<file path="config.mk">
export PLATFORM = sky130hd
export DESIGN_NAME = hsl_to_rgb_converter
export DESIGN_NICKNAME = d
export VERILOG_FILES = /design/src/rtl/hsl_pkg.sv /design/src/rtl/hsl_front.sv /design/src/rtl/hsl_numer.sv /design/src/rtl/hsl_scale.sv /design/src/rtl/hsl_to_rgb_converter.sv
export SDC_FILE = /design/constraint.sdc
export NUM_CORES = 2
export LEC_CHECK = 0
export ABC_AREA = 1
export BUFFER_PORTS_ARGS = -buffer_cell sky130_fd_sc_hd__buf_2
export CAP_MARGIN = 10
export CORE_ASPECT_RATIO = 0.5
export CORE_MARGIN = 5
export CORE_UTILIZATION = 50
export CTS_CLUSTER_DIAMETER = 100
export DETAILED_ROUTE_END_ITERATION = 7
export PLACE_DENSITY = 0.67
export SLEW_MARGIN = 20
export SYNTH_ARGS = -nofsm -noshare
export SYNTH_HDL_FRONTEND = slang
export SYNTH_SLANG_ARGS = --single-unit
</file>
<file path="constraint.sdc">
create_clock -name clock -period 9 [get_ports clock]
set_clock_uncertainty 0.05 [all_clocks]
set_input_delay 0 -clock clock [delete_from_list [all_inputs] [get_ports clock]]
set_output_delay 0 -clock clock [all_outputs]
set_load 0.05 [all_outputs]
</file>
<file path="src/rtl/hsl_pkg.sv">
`timescale 1ns / 1ps
// ----------------------------------------------------------------------------
// hsl_pkg
// Widths, constants, stage payload types and the hue term function shared by
// the HSL to RGB conversion pipeline.
// ----------------------------------------------------------------------------
package hsl_pkg;

   localparam int HUE_W    = 9;
   localparam int BYTE_W   = 8;
   localparam int TERM_W   = 7;
   localparam int MIN_W    = 7;
   localparam int SM_W     = 15;
   localparam int LS_W     = 21;
   localparam int NUM_W    = 23;
   localparam int DENOM_W  = 13;
   localparam int RECIP_W  = 20;
   localparam int RED_W    = 21;
   localparam int PROD_W   = RED_W + RECIP_W;
   localparam int RECIP_SHIFT = 32;
   localparam int NUM_CH   = 3;

   localparam int CH_RED   = 0;
   localparam int CH_GREEN = 1;
   localparam int CH_BLUE  = 2;

   localparam logic [HUE_W:0] OFS_RED   = 10'd0;
   localparam logic [HUE_W:0] OFS_GREEN = 10'd240;
   localparam logic [HUE_W:0] OFS_BLUE  = 10'd120;
   localparam logic [HUE_W:0] HUE_WRAP  = 10'd360;
   localparam logic [HUE_W:0] HUE_WRAP2 = 10'd720;

   localparam logic signed [HUE_W+1:0] RISE_AT = 11'sd90;
   localparam logic signed [HUE_W+1:0] FALL_AT = 11'sd270;
   localparam logic signed [HUE_W+1:0] TERM_MAX = 11'sd30;

   localparam logic [BYTE_W-1:0]   BYTE_MAX = 8'd255;
   localparam logic [DENOM_W-1:0]  DENOM    = 13'd7650;
   localparam logic [RECIP_W-1:0]  RECIP    = 20'd561433;
   localparam logic signed [NUM_W-1:0] SAT_NUM = 23'sd1958400;

   typedef logic signed [TERM_W-1:0] term_type;
   typedef logic signed [NUM_W-1:0]  num_type;

   typedef struct packed {
      term_type [NUM_CH-1:0] term;
      logic [MIN_W-1:0]      min_l;
      logic [BYTE_W-1:0]     sat;
      logic [BYTE_W-1:0]     lit;
      logic [BYTE_W-1:0]     alpha;
   } front_type;

   typedef struct packed {
      term_type [NUM_CH-1:0] term;
      logic [SM_W-1:0]       sm;
      logic [LS_W-1:0]       lit_scaled;
      logic [BYTE_W-1:0]     alpha;
   } prod_type;

   typedef struct packed {
      num_type [NUM_CH-1:0] num;
      logic [BYTE_W-1:0]    alpha;
   } numer_type;

   typedef struct packed {
      logic [RED_W-1:0]  rem_num;
      logic [BYTE_W-1:0] q0;
      logic              zero;
      logic              sat_hi;
   } quot_ch_type;

   typedef struct packed {
      quot_ch_type [NUM_CH-1:0] ch;
      logic [BYTE_W-1:0]        alpha;
   } quot_type;

   typedef struct packed {
      logic [NUM_CH-1:0][BYTE_W-1:0] rgb;
      logic [BYTE_W-1:0]             alpha;
   } pixel_type;

   function automatic term_type hue_term(input logic [HUE_W-1:0] hue,
                                         input logic [HUE_W:0] offset);
      logic [HUE_W:0]          sum;
      logic [HUE_W:0]          k;
      logic signed [HUE_W+1:0] t;
      logic signed [HUE_W+1:0] u;
      sum = {1'b0, hue} + offset;
      if (sum >= HUE_WRAP2) begin
         k = sum - HUE_WRAP2;
      end else if (sum >= HUE_WRAP) begin
         k = sum - HUE_WRAP;
      end else begin
         k = sum;
      end
      t = $signed({1'b0, k}) - RISE_AT;
      u = FALL_AT - $signed({1'b0, k});
      if (u < t) t = u;
      if (t > TERM_MAX) t = TERM_MAX;
      if (t < -TERM_MAX) t = -TERM_MAX;
      return t[TERM_W-1:0];
   endfunction

endpackage

</file>
<file path="src/rtl/hsl_front.sv">
`timescale 1ns / 1ps
// ----------------------------------------------------------------------------
// hsl_front
// First stage: wraps the hue per channel into its clamp term and forms
// min(l, 1-l) from the lightness byte.
// ----------------------------------------------------------------------------
module hsl_front (
   input  logic                        clock,
   input  logic                        reset,
   input  logic                        in_valid,
   output logic                        in_ready,
   input  logic [hsl_pkg::HUE_W-1:0]   in_hue,
   input  logic [hsl_pkg::BYTE_W-1:0]  in_sat,
   input  logic [hsl_pkg::BYTE_W-1:0]  in_lit,
   input  logic [hsl_pkg::BYTE_W-1:0]  in_alpha,
   output logic                        out_valid,
   input  logic                        out_ready,
   output hsl_pkg::front_type          out_data
);
   import hsl_pkg::*;

   logic      valid_ff;
   front_type data_ff;
   front_type data_in;
   logic [BYTE_W-1:0] lit_inv;

   assign in_ready = !valid_ff || out_ready;
   assign lit_inv  = BYTE_MAX - in_lit;

   always_comb begin
      data_in.term[CH_RED]   = hue_term(in_hue, OFS_RED);
      data_in.term[CH_GREEN] = hue_term(in_hue, OFS_GREEN);
      data_in.term[CH_BLUE]  = hue_term(in_hue, OFS_BLUE);
      data_in.min_l = (in_lit < lit_inv) ? in_lit[MIN_W-1:0] : lit_inv[MIN_W-1:0];
      data_in.sat   = in_sat;
      data_in.lit   = in_lit;
      data_in.alpha = in_alpha;
   end

   always_ff @(posedge clock) begin
      if (reset) begin
         valid_ff <= 1'b0;
      end else if (in_ready) begin
         valid_ff <= in_valid;
      end
      if (in_ready && in_valid) begin
         data_ff <= data_in;
      end
   end

   assign out_valid = valid_ff;
   assign out_data  = data_ff;
endmodule

</file>
<file path="src/rtl/hsl_numer.sv">
`timescale 1ns / 1ps
// ----------------------------------------------------------------------------
// hsl_numer
// Two stages: s*m and 7650*l, then the signed numerator 7650*l - s*m*F
// for each channel.
// ----------------------------------------------------------------------------
module hsl_numer (
   input  logic                clock,
   input  logic                reset,
   input  logic                in_valid,
   output logic                in_ready,
   input  hsl_pkg::front_type  in_data,
   output logic                out_valid,
   input  logic                out_ready,
   output hsl_pkg::numer_type  out_data
);
   import hsl_pkg::*;

   logic      prod_valid_ff;
   prod_type  prod_ff;
   prod_type  prod_in;
   logic      prod_ready;
   logic      num_valid_ff;
   numer_type num_ff;
   numer_type num_in;
   num_type   part [NUM_CH];

   assign prod_ready = !num_valid_ff || out_ready;
   assign in_ready   = !prod_valid_ff || prod_ready;

   always_comb begin
      prod_in.term       = in_data.term;
      prod_in.sm         = SM_W'(in_data.sat) * SM_W'(in_data.min_l);
      prod_in.lit_scaled = LS_W'(in_data.lit) * LS_W'(DENOM);
      prod_in.alpha      = in_data.alpha;
   end

   always_comb begin
      for (int i = 0; i < NUM_CH; i++) begin
         part[i]       = $signed({1'b0, prod_ff.sm}) * prod_ff.term[i];
         num_in.num[i] = $signed({2'b00, prod_ff.lit_scaled}) - part[i];
      end
      num_in.alpha = prod_ff.alpha;
   end

   always_ff @(posedge clock) begin
      if (reset) begin
         prod_valid_ff <= 1'b0;
         num_valid_ff  <= 1'b0;
      end else begin
         if (in_ready) begin
            prod_valid_ff <= in_valid;
         end
         if (prod_ready) begin
            num_valid_ff <= prod_valid_ff;
         end
      end
      if (in_ready && in_valid) begin
         prod_ff <= prod_in;
      end
      if (prod_ready && prod_valid_ff) begin
         num_ff <= num_in;
      end
   end

   assign out_valid = num_valid_ff;
   assign out_data  = num_ff;
endmodule

</file>
<file path="src/rtl/hsl_scale.sv">
`timescale 1ns / 1ps
// ----------------------------------------------------------------------------
// hsl_scale
// Two stages: reciprocal estimate of numerator / 7650 with range flags,
// then a one-step remainder correction and saturation to a byte.
// ----------------------------------------------------------------------------
module hsl_scale (
   input  logic                clock,
   input  logic                reset,
   input  logic                in_valid,
   output logic                in_ready,
   input  hsl_pkg::numer_type  in_data,
   output logic                out_valid,
   input  logic                out_ready,
   output hsl_pkg::pixel_type  out_data
);
   import hsl_pkg::*;

   logic      quot_valid_ff;
   quot_type  quot_ff;
   quot_type  quot_in;
   logic      quot_ready;
   logic      pix_valid_ff;
   pixel_type pix_ff;
   pixel_type pix_in;
   logic [PROD_W-1:0] prod [NUM_CH];
   logic [RED_W-1:0]  back [NUM_CH];
   logic [RED_W-1:0]  rem  [NUM_CH];
   logic [BYTE_W-1:0] quo  [NUM_CH];

   assign quot_ready = !pix_valid_ff || out_ready;
   assign in_ready   = !quot_valid_ff || quot_ready;

   always_comb begin
      for (int i = 0; i < NUM_CH; i++) begin
         prod[i] = PROD_W'(in_data.num[i][RED_W-1:0]) * PROD_W'(RECIP);
         quot_in.ch[i].rem_num = in_data.num[i][RED_W-1:0];
         quot_in.ch[i].q0      = prod[i][RECIP_SHIFT +: BYTE_W];
         quot_in.ch[i].zero    = in_data.num[i][NUM_W-1];
         quot_in.ch[i].sat_hi  = !in_data.num[i][NUM_W-1] && (in_data.num[i] >= SAT_NUM);
      end
      quot_in.alpha = in_data.alpha;
   end

   always_comb begin
      for (int i = 0; i < NUM_CH; i++) begin
         back[i] = RED_W'(quot_ff.ch[i].q0) * RED_W'(DENOM);
         rem[i]  = quot_ff.ch[i].rem_num - back[i];
         quo[i]  = (rem[i] >= RED_W'(DENOM)) ? quot_ff.ch[i].q0 + 8'd1 : quot_ff.ch[i].q0;
         if (quot_ff.ch[i].zero) begin
            pix_in.rgb[i] = '0;
         end else if (quot_ff.ch[i].sat_hi) begin
            pix_in.rgb[i] = BYTE_MAX;
         end else begin
            pix_in.rgb[i] = quo[i];
         end
      end
      pix_in.alpha = quot_ff.alpha;
   end

   always_ff @(posedge clock) begin
      if (reset) begin
         quot_valid_ff <= 1'b0;
         pix_valid_ff  <= 1'b0;
      end else begin
         if (in_ready) begin
            quot_valid_ff <= in_valid;
         end
         if (quot_ready) begin
            pix_valid_ff <= quot_valid_ff;
         end
      end
      if (in_ready && in_valid) begin
         quot_ff <= quot_in;
      end
      if (quot_ready && quot_valid_ff) begin
         pix_ff <= pix_in;
      end
   end

   assign out_valid = pix_valid_ff;
   assign out_data  = pix_ff;
endmodule

</file>
<file path="src/rtl/hsl_to_rgb_converter.sv">
`timescale 1ns / 1ps
// ----------------------------------------------------------------------------
// hsl_to_rgb_converter
// HSL to RGB color conversion, one pixel per clock while the response side is not stalled.
// ----------------------------------------------------------------------------
// A five-stage pipeline that accepts one pixel every clock unless the output
// stalls: hue wrap and clamp terms, s*m and 7650*l products, the signed
// numerator per channel, a reciprocal estimate of the divide by 7650, and a
// remainder correction with byte saturation. Each stage holds its own valid
// bit and takes a new pixel whenever it is empty or its successor moves, so a
// stalled response only backs up as far as the stages that are full. Hue
// values 360 to 511 wrap modulo 360. Alpha passes through unchanged.
// ----------------------------------------------------------------------------
module hsl_to_rgb_converter (
   input  logic                        clock,
   input  logic                        reset,
   input  logic                        req_valid,
   output logic                        req_ready,
   input  logic [hsl_pkg::HUE_W-1:0]   req_hue,
   input  logic [hsl_pkg::BYTE_W-1:0]  req_saturation,
   input  logic [hsl_pkg::BYTE_W-1:0]  req_lightness,
   input  logic [hsl_pkg::BYTE_W-1:0]  req_alpha_in,
   output logic                        rsp_valid,
   input  logic                        rsp_ready,
   output logic [hsl_pkg::BYTE_W-1:0]  rsp_red,
   output logic [hsl_pkg::BYTE_W-1:0]  rsp_green,
   output logic [hsl_pkg::BYTE_W-1:0]  rsp_blue,
   output logic [hsl_pkg::BYTE_W-1:0]  rsp_alpha_out
);
   import hsl_pkg::*;

   logic      front_valid;
   logic      front_ready;
   front_type front_data;
   logic      numer_valid;
   logic      numer_ready;
   numer_type numer_data;
   pixel_type pix_data;

   hsl_front u_front (
      .clock     (clock),
      .reset     (reset),
      .in_valid  (req_valid),
      .in_ready  (req_ready),
      .in_hue    (req_hue),
      .in_sat    (req_saturation),
      .in_lit    (req_lightness),
      .in_alpha  (req_alpha_in),
      .out_valid (front_valid),
      .out_ready (front_ready),
      .out_data  (front_data)
   );

   hsl_numer u_numer (
      .clock     (clock),
      .reset     (reset),
      .in_valid  (front_valid),
      .in_ready  (front_ready),
      .in_data   (front_data),
      .out_valid (numer_valid),
      .out_ready (numer_ready),
      .out_data  (numer_data)
   );

   hsl_scale u_scale (
      .clock     (clock),
      .reset     (reset),
      .in_valid  (numer_valid),
      .in_ready  (numer_ready),
      .in_data   (numer_data),
      .out_valid (rsp_valid),
      .out_ready (rsp_ready),
      .out_data  (pix_data)
   );

   assign rsp_red       = pix_data.rgb[CH_RED];
   assign rsp_green     = pix_data.rgb[CH_GREEN];
   assign rsp_blue      = pix_data.rgb[CH_BLUE];
   assign rsp_alpha_out = pix_data.alpha;

   a_ready_when_drained: assert property (@(posedge clock) disable iff (reset)
      !rsp_valid |-> req_ready)
      else $error("request side stalled with an empty output stage");

   a_ready_follows_sink: assert property (@(posedge clock) disable iff (reset)
      rsp_ready |-> req_ready)
      else $error("request side stalled while the response side drains");

   a_fill_after_reset: assert property (@(posedge clock)
      reset |=> !rsp_valid)
      else $error("response valid right after reset");
endmodule
</file>
### Word-level counts from Yosys, hierarchy flattened

Index checks and enable logic that the tools add are counted.
W data, S select, Z words.

| storage, ports and cells | value |
|---|---|
| bits in registers | 331 |
| input port bits | 37 |
| output and inout bits | 34 |

| cells by class | value |
|---|---|
| add/subtract/negate cells | 24 |
| multiply operators | 11 |
| magnitude comparators | 22 |
| muxes and demuxes | 19 |
| reductions and logical operators | 21 |

Operators by type and width:

| kind | number |
|---|---|
| $mul A21 B21 Y40 const B | 3 |
| $mul A8 B12 Y20 const B | 4 |
| $ge A23 B22 Y1 const B | 3 |
| $mul A16 B7 Y23 | 3 |
| $sub A22 B23 Y23 | 3 |
| $mux W11 | 6 |
| $ge A21 B13 Y1 const B | 3 |
| $sub A21 B21 Y21 | 3 |
| $mux W10 | 6 |
| $mux W8 | 6 |
| $gt A11 B6 Y1 const B | 3 |
| $lt A11 B11 Y1 | 3 |
| $lt A11 B6 Y1 const B | 3 |
| $sub A10 B7 Y11 const B | 3 |
| $sub A9 B10 Y11 const A | 3 |
| $add A8 B1 Y8 const B | 3 |
| $ge A10 B10 Y1 const B | 2 |
| $ge A10 B9 Y1 const B | 2 |
| $sub A10 B10 Y10 const B | 2 |
| $sub A10 B9 Y10 const B | 2 |
| $mul A8 B7 Y15 | 1 |
| $add A9 B7 Y10 const B | 1 |
| $add A9 B8 Y10 const B | 1 |
| $ge A9 B10 Y1 const B | 1 |
| other kinds (9) | 27 |

### Logic depth before layout (Yosys ltp)

| depth | value |
|---|---|
| word-level depth | 10 |
| depth in mapped cells | 41 |
| mapped depth without buffers | 40 |

### Cells and area by module

A second synthesis with hierarchy kept.

| unflattened totals | value |
|---|---|
| cell total of the unflattened synthesis | 7920 |
| area, all modules | 61901.9 um^2 |

Modules (own cells, without submodules):

| module | instances | cells an instance | area an instance (um^2) |
|---|---|---|---|
| hsl_scale | 1 | 4134 | 33404.5 |
| hsl_numer | 1 | 3041 | 23090.9 |
| hsl_front | 1 | 745 | 5406.4 |

### Worst setup path after synthesis

Ideal clock, no wire load.

| timing path | value |
|---|---|
| path kind | register to register |
| from | reg u_scale.quot_ff[46] (netlist bit) |
| to | reg u_scale.pix_ff (netlist bit u_scale.out_data[23]) (data pin) |
| library setup time | 249 ps |
| data arrival time | 6013 ps |
| data required time | 8701 ps |
| setup slack | 2687 ps |
| cell stages (with the launch flop) | 37 |
| period minus slack after synthesis | 6313 ps |
| cell sequence | edfxtp_1 -> fa_1 -> fa_1 -> inv_1 -> fa_1 -> inv_1 -> fa_1 -> ha_1 -> inv_1 -> nor2_1 -> o21ai_0 -> nand2_1 -> a21oi_1 -> nor2_1 -> o21ai_0 -> nand2_1 -> nand2_1 -> a21oi_1 -> nor2_1 -> xor2_1 -> ha_1 -> inv_1 -> nor3_1 -> and2_1 -> nand3_1 -> nand3_1 -> xor2_1 -> xor2_1 -> nand2_1 -> nor2_1 -> nand2_1 -> nor2_1 -> nand2_1 -> nand2_1 -> nand3_1 -> nand2_1 -> inv_1 |

| between the ends | value |
|---|---|
| word-level cells in the longest chain between the ends | 5 |

Ends and longest elaborated chain:

| what | RTL line | RTL |
|---|---|---|
| from (decl) | hsl_scale.sv:20 | `quot_type quot_ff;` |
| from (signal assigned) | hsl_scale.sv:74 | `quot_ff <= quot_in;` |
| $mul A8 B12 Y20 | hsl_scale.sv:47 | `back[i] = RED_W'(quot_ff.ch[i].q0) * RED_W'(DENOM);` |
| $sub A21 B21 Y21 | hsl_scale.sv:48 | `rem[i] = quot_ff.ch[i].rem_num - back[i];` |
| $ge A21 B13 Y1 | hsl_scale.sv:49 | `quo[i] = (rem[i] >= RED_W'(DENOM)) ? quot_ff.ch[i].q0 + 8'd1 : quot_ff.ch[i].q0;` |
| $mux W8 (*) | hsl_scale.sv:49 |  |
| $mux W8 (*) | hsl_scale.sv:52 | `end else if (quot_ff.ch[i].sat_hi) begin` |
| to (signal assigned) | hsl_scale.sv:77 | `pix_ff <= pix_in;` |
| to (decl) | hsl_scale.sv:24 | `pixel_type pix_ff;` |

Every way passes the cells marked *; elsewhere a longest branch is shown, timed or not.
A chain may end at the register's enable or synchronous reset.

### Worst setup path after layout

| timing path | value |
|---|---|
| from | reg u_scale.quot_ff[46] (netlist bit) |
| to | reg u_scale.pix_ff (netlist bit u_scale.out_data[22]) (data pin) |

Same word-level chain as after synthesis.

==> impl_metrics.toml <==
[global_routing]
antenna_found_initial = 4
grt_use_total_pct = 20.6
grt_pass1_wl_um = 200000
grt_overflow_total = 0
grt_pass1_vias = 39700
grt_max_degree = 61

[drt]
dr.pass1.iters = 5
drt_iter0_drc = 2058
drc = 0
viasPerCell = 4.98
ant_nets = 0
vias = 39800
wire_per_inst_um = 15.0
wl_um = 120000

[floorplanning]
start_util_pct = 50.5
die_h_um = 246
core_area_um2 = 110000
io_pins = 71
die_area_um2 = 119000
rows = 86
chipWidth_um = 482

[layout]
nets = 8180
layout.cells.non_filler = 7985
seq_area_um2 = 9800
fill_cells = 10200
syn_to_final_growth_pct = 6.81
diodes = 0
multi_input_area_um2 = 39300
drive_above_1_share_pct = 3.79

[clocking]
clockRootBuffer = "clkbuf_16"
clk_pin_slew_ps = 60
tritoncts = "built"
htreeDepth = 2
cts_setup_buffers = 0
clockBufferDepth = 3
worstSkewPairLatency_ps = 600
numCtsBuffers = 40
cts.sinks = 328
cts_resized = 0

[timing]
whs_ps = 48.7
finalCritPeriodShare_pct = 78.8
relSlewSlack_pct = 28.5
setup_tns_ps = 0
hold_viol_final = 0
finalSetupViolations = 0
fmax_ghz = 0.141
fin_crit_ps = 7090
rsz0062_at_grt = "no"
maxSlewViolCount = 0
worst_slew_pin_slew_ps = 1070

[status]
status = "finished clean"

[min_path]
hold_class = "in2reg"
hp-start = "req_alpha_in[3]"
hold_depth = 2
min_to = "u_front.out_data[3]"

[synthesis]
synth_seq_cells = 328
yosysTopAreaCell = "ha_1"
netlist_top_cells_count = "inv_1, ha_1, nand2_1"
async_reset_ff_share_pct = 0
synth_nets = 8089
yosys-top-cells-area = "ha_1, fa_1, edfxtp_1"
synth_edf_count = 323
ys_types = 70
ys.flop_type = "edfxtp_1"
ys_seq_area_share_pct = 17.6
synthCells = 6367
syn-mean-instance-area_um2 = 8.75
synth.most_common_cell = "inv_1"
synth_top_area_share_pct = 23.4
synth_area_um2 = 55700
yosysWarnings = 0

[critical_path]
max_stage_delay_ps = 630
r2r_end = "u_scale.out_data[22]"
cp_slowest_cell = "fa_1"
crit_type = "reg2reg"
reg2regPathDepth = 36
reg2reg_from = "u_scale.quot_ff[46]"
worstPathRequired_ps = 9290
cp.arrival_ps = 7380
reg2reg_slack_ps = 1910
crit_top_cell = "nand2_1"
cp_max_fo = 9
start_kind = "flip-flop"
cp-end-kind = "flip-flop"

[placed_design]
dpl.cell_count = 7882
numPortBuffers = 70
gp_congestion = 0.894
dp_hpwl_um = 98800

[job]
cap_violations = 0
[metal layers]
layer / track usage (%) / wire length [um]
met1: 29.9 / 58400
met2: 33.4 / 53700
met5: 0 / 0
met4: 3.81 / 2040
met3: 2.78 / 5650
[cell families (layout without fill, tap and decap cells)]
group	count (synthesis)	in the layout	share of synthesized area, %
adders and majority gates	1688	1688	46.5
AOI/OAI and AO/OA	645	645	6.49
buffers and inverters	1761	1883	11.9
and+or+nand+nor	1599	1599	12.0
muxes	1	1	0.0202
DFF	328	328	17.6
xor gates and xnor gates	345	345	5.47
[through the flow]
| step | instance area (um^2) | setup WS (ps) | util [%] |
|---|---|---|---|
| after detailed placement | 57900 | 1950 | 52.4 |
| after global placement | 57900 | 2040 | 52.4 |
| final | 59500 | 1910 | 53.9 |
| after CTS | 59500 | 1930 | 53.9 |
| after global routing | 59500 | 1240 | 53.9 |
| after floorplan | 55700 | 2690 | - |
[flip-flops by register name (all words and copies together) (netlist names)]
register,flops
u_numer.out_data,77
u_numer.out_valid,1
u_front.out_valid,1
u_numer.prod_ff,56
u_scale.out_data,32
u_scale.quot_valid_ff,1
u_scale.quot_ff,90
u_numer.num_in,8
u_scale.pix_in,8
u_scale.out_valid,1
u_numer.prod_valid_ff,1
u_front.out_data,52
[final cells by class]
cell class	instances	share of cell area, %
inverter	1686	10.6
tap	1496	3.14
sequential	328	16.5
clock inverter	28	0.584
timing repair buffer	124	1.40
clock buffer	45	1.71
multi-input combinational	4278	66.1
[placed cells by master (no fill, tap or decap), types with 24 or more instances in the layout]
cell type and n:
inv_1 1674, ha_1 1043, nand2_1 994, fa_1 642, edfxtp_1 323, a21oi_1 322
nor2_1 258, xor2_1 233, nand3_1 173, o21ai_0 172, xnor2_1 110, buf_2 70
clkbuf_16 40, nand4_1 39, nor3_1 34, dlygate4sd3_1 30, nand2_2 25, o21bai_1 24
buf_4 24
[worst max-delay path: cells and delay by family (launching register included)]
family,cells,cell delay (ps)
and+or+nand+nor,18,1890
DFF,1,570
adders and majority gates,6,2900
xor gates and xnor gates,3,480
AOI/OAI and AO/OA,4,650
buffers and inverters,5,300
[worst max-delay path by stage]
stage,startpoint,to,depth (start not counted)
6_report,u_scale.quot_ff[46],u_scale.out_data[22],36
5_1_grt,u_scale.quot_ff[46],u_scale.out_data[22],36
4_1_cts,u_scale.quot_ff[46],u_scale.out_data[22],36
3_5_place_dp,u_scale.quot_ff[46],u_scale.out_data[22],36
3_3_place_gp,u_scale.quot_ff[46],u_scale.out_data[23],36
2_1_floorplan,u_scale.quot_ff[46],u_scale.out_data[23],36
[repair_timing]
action | in CTS | in global routing
endpoints found under the hold margin | 46 | 0
hold buffers | 30 | 0
setup endpoints to repair | 0 | 0
Power is left out: the tool's default activity adds up to more than one toggle a clock period on the data nets, which glitch-free logic cannot reach.
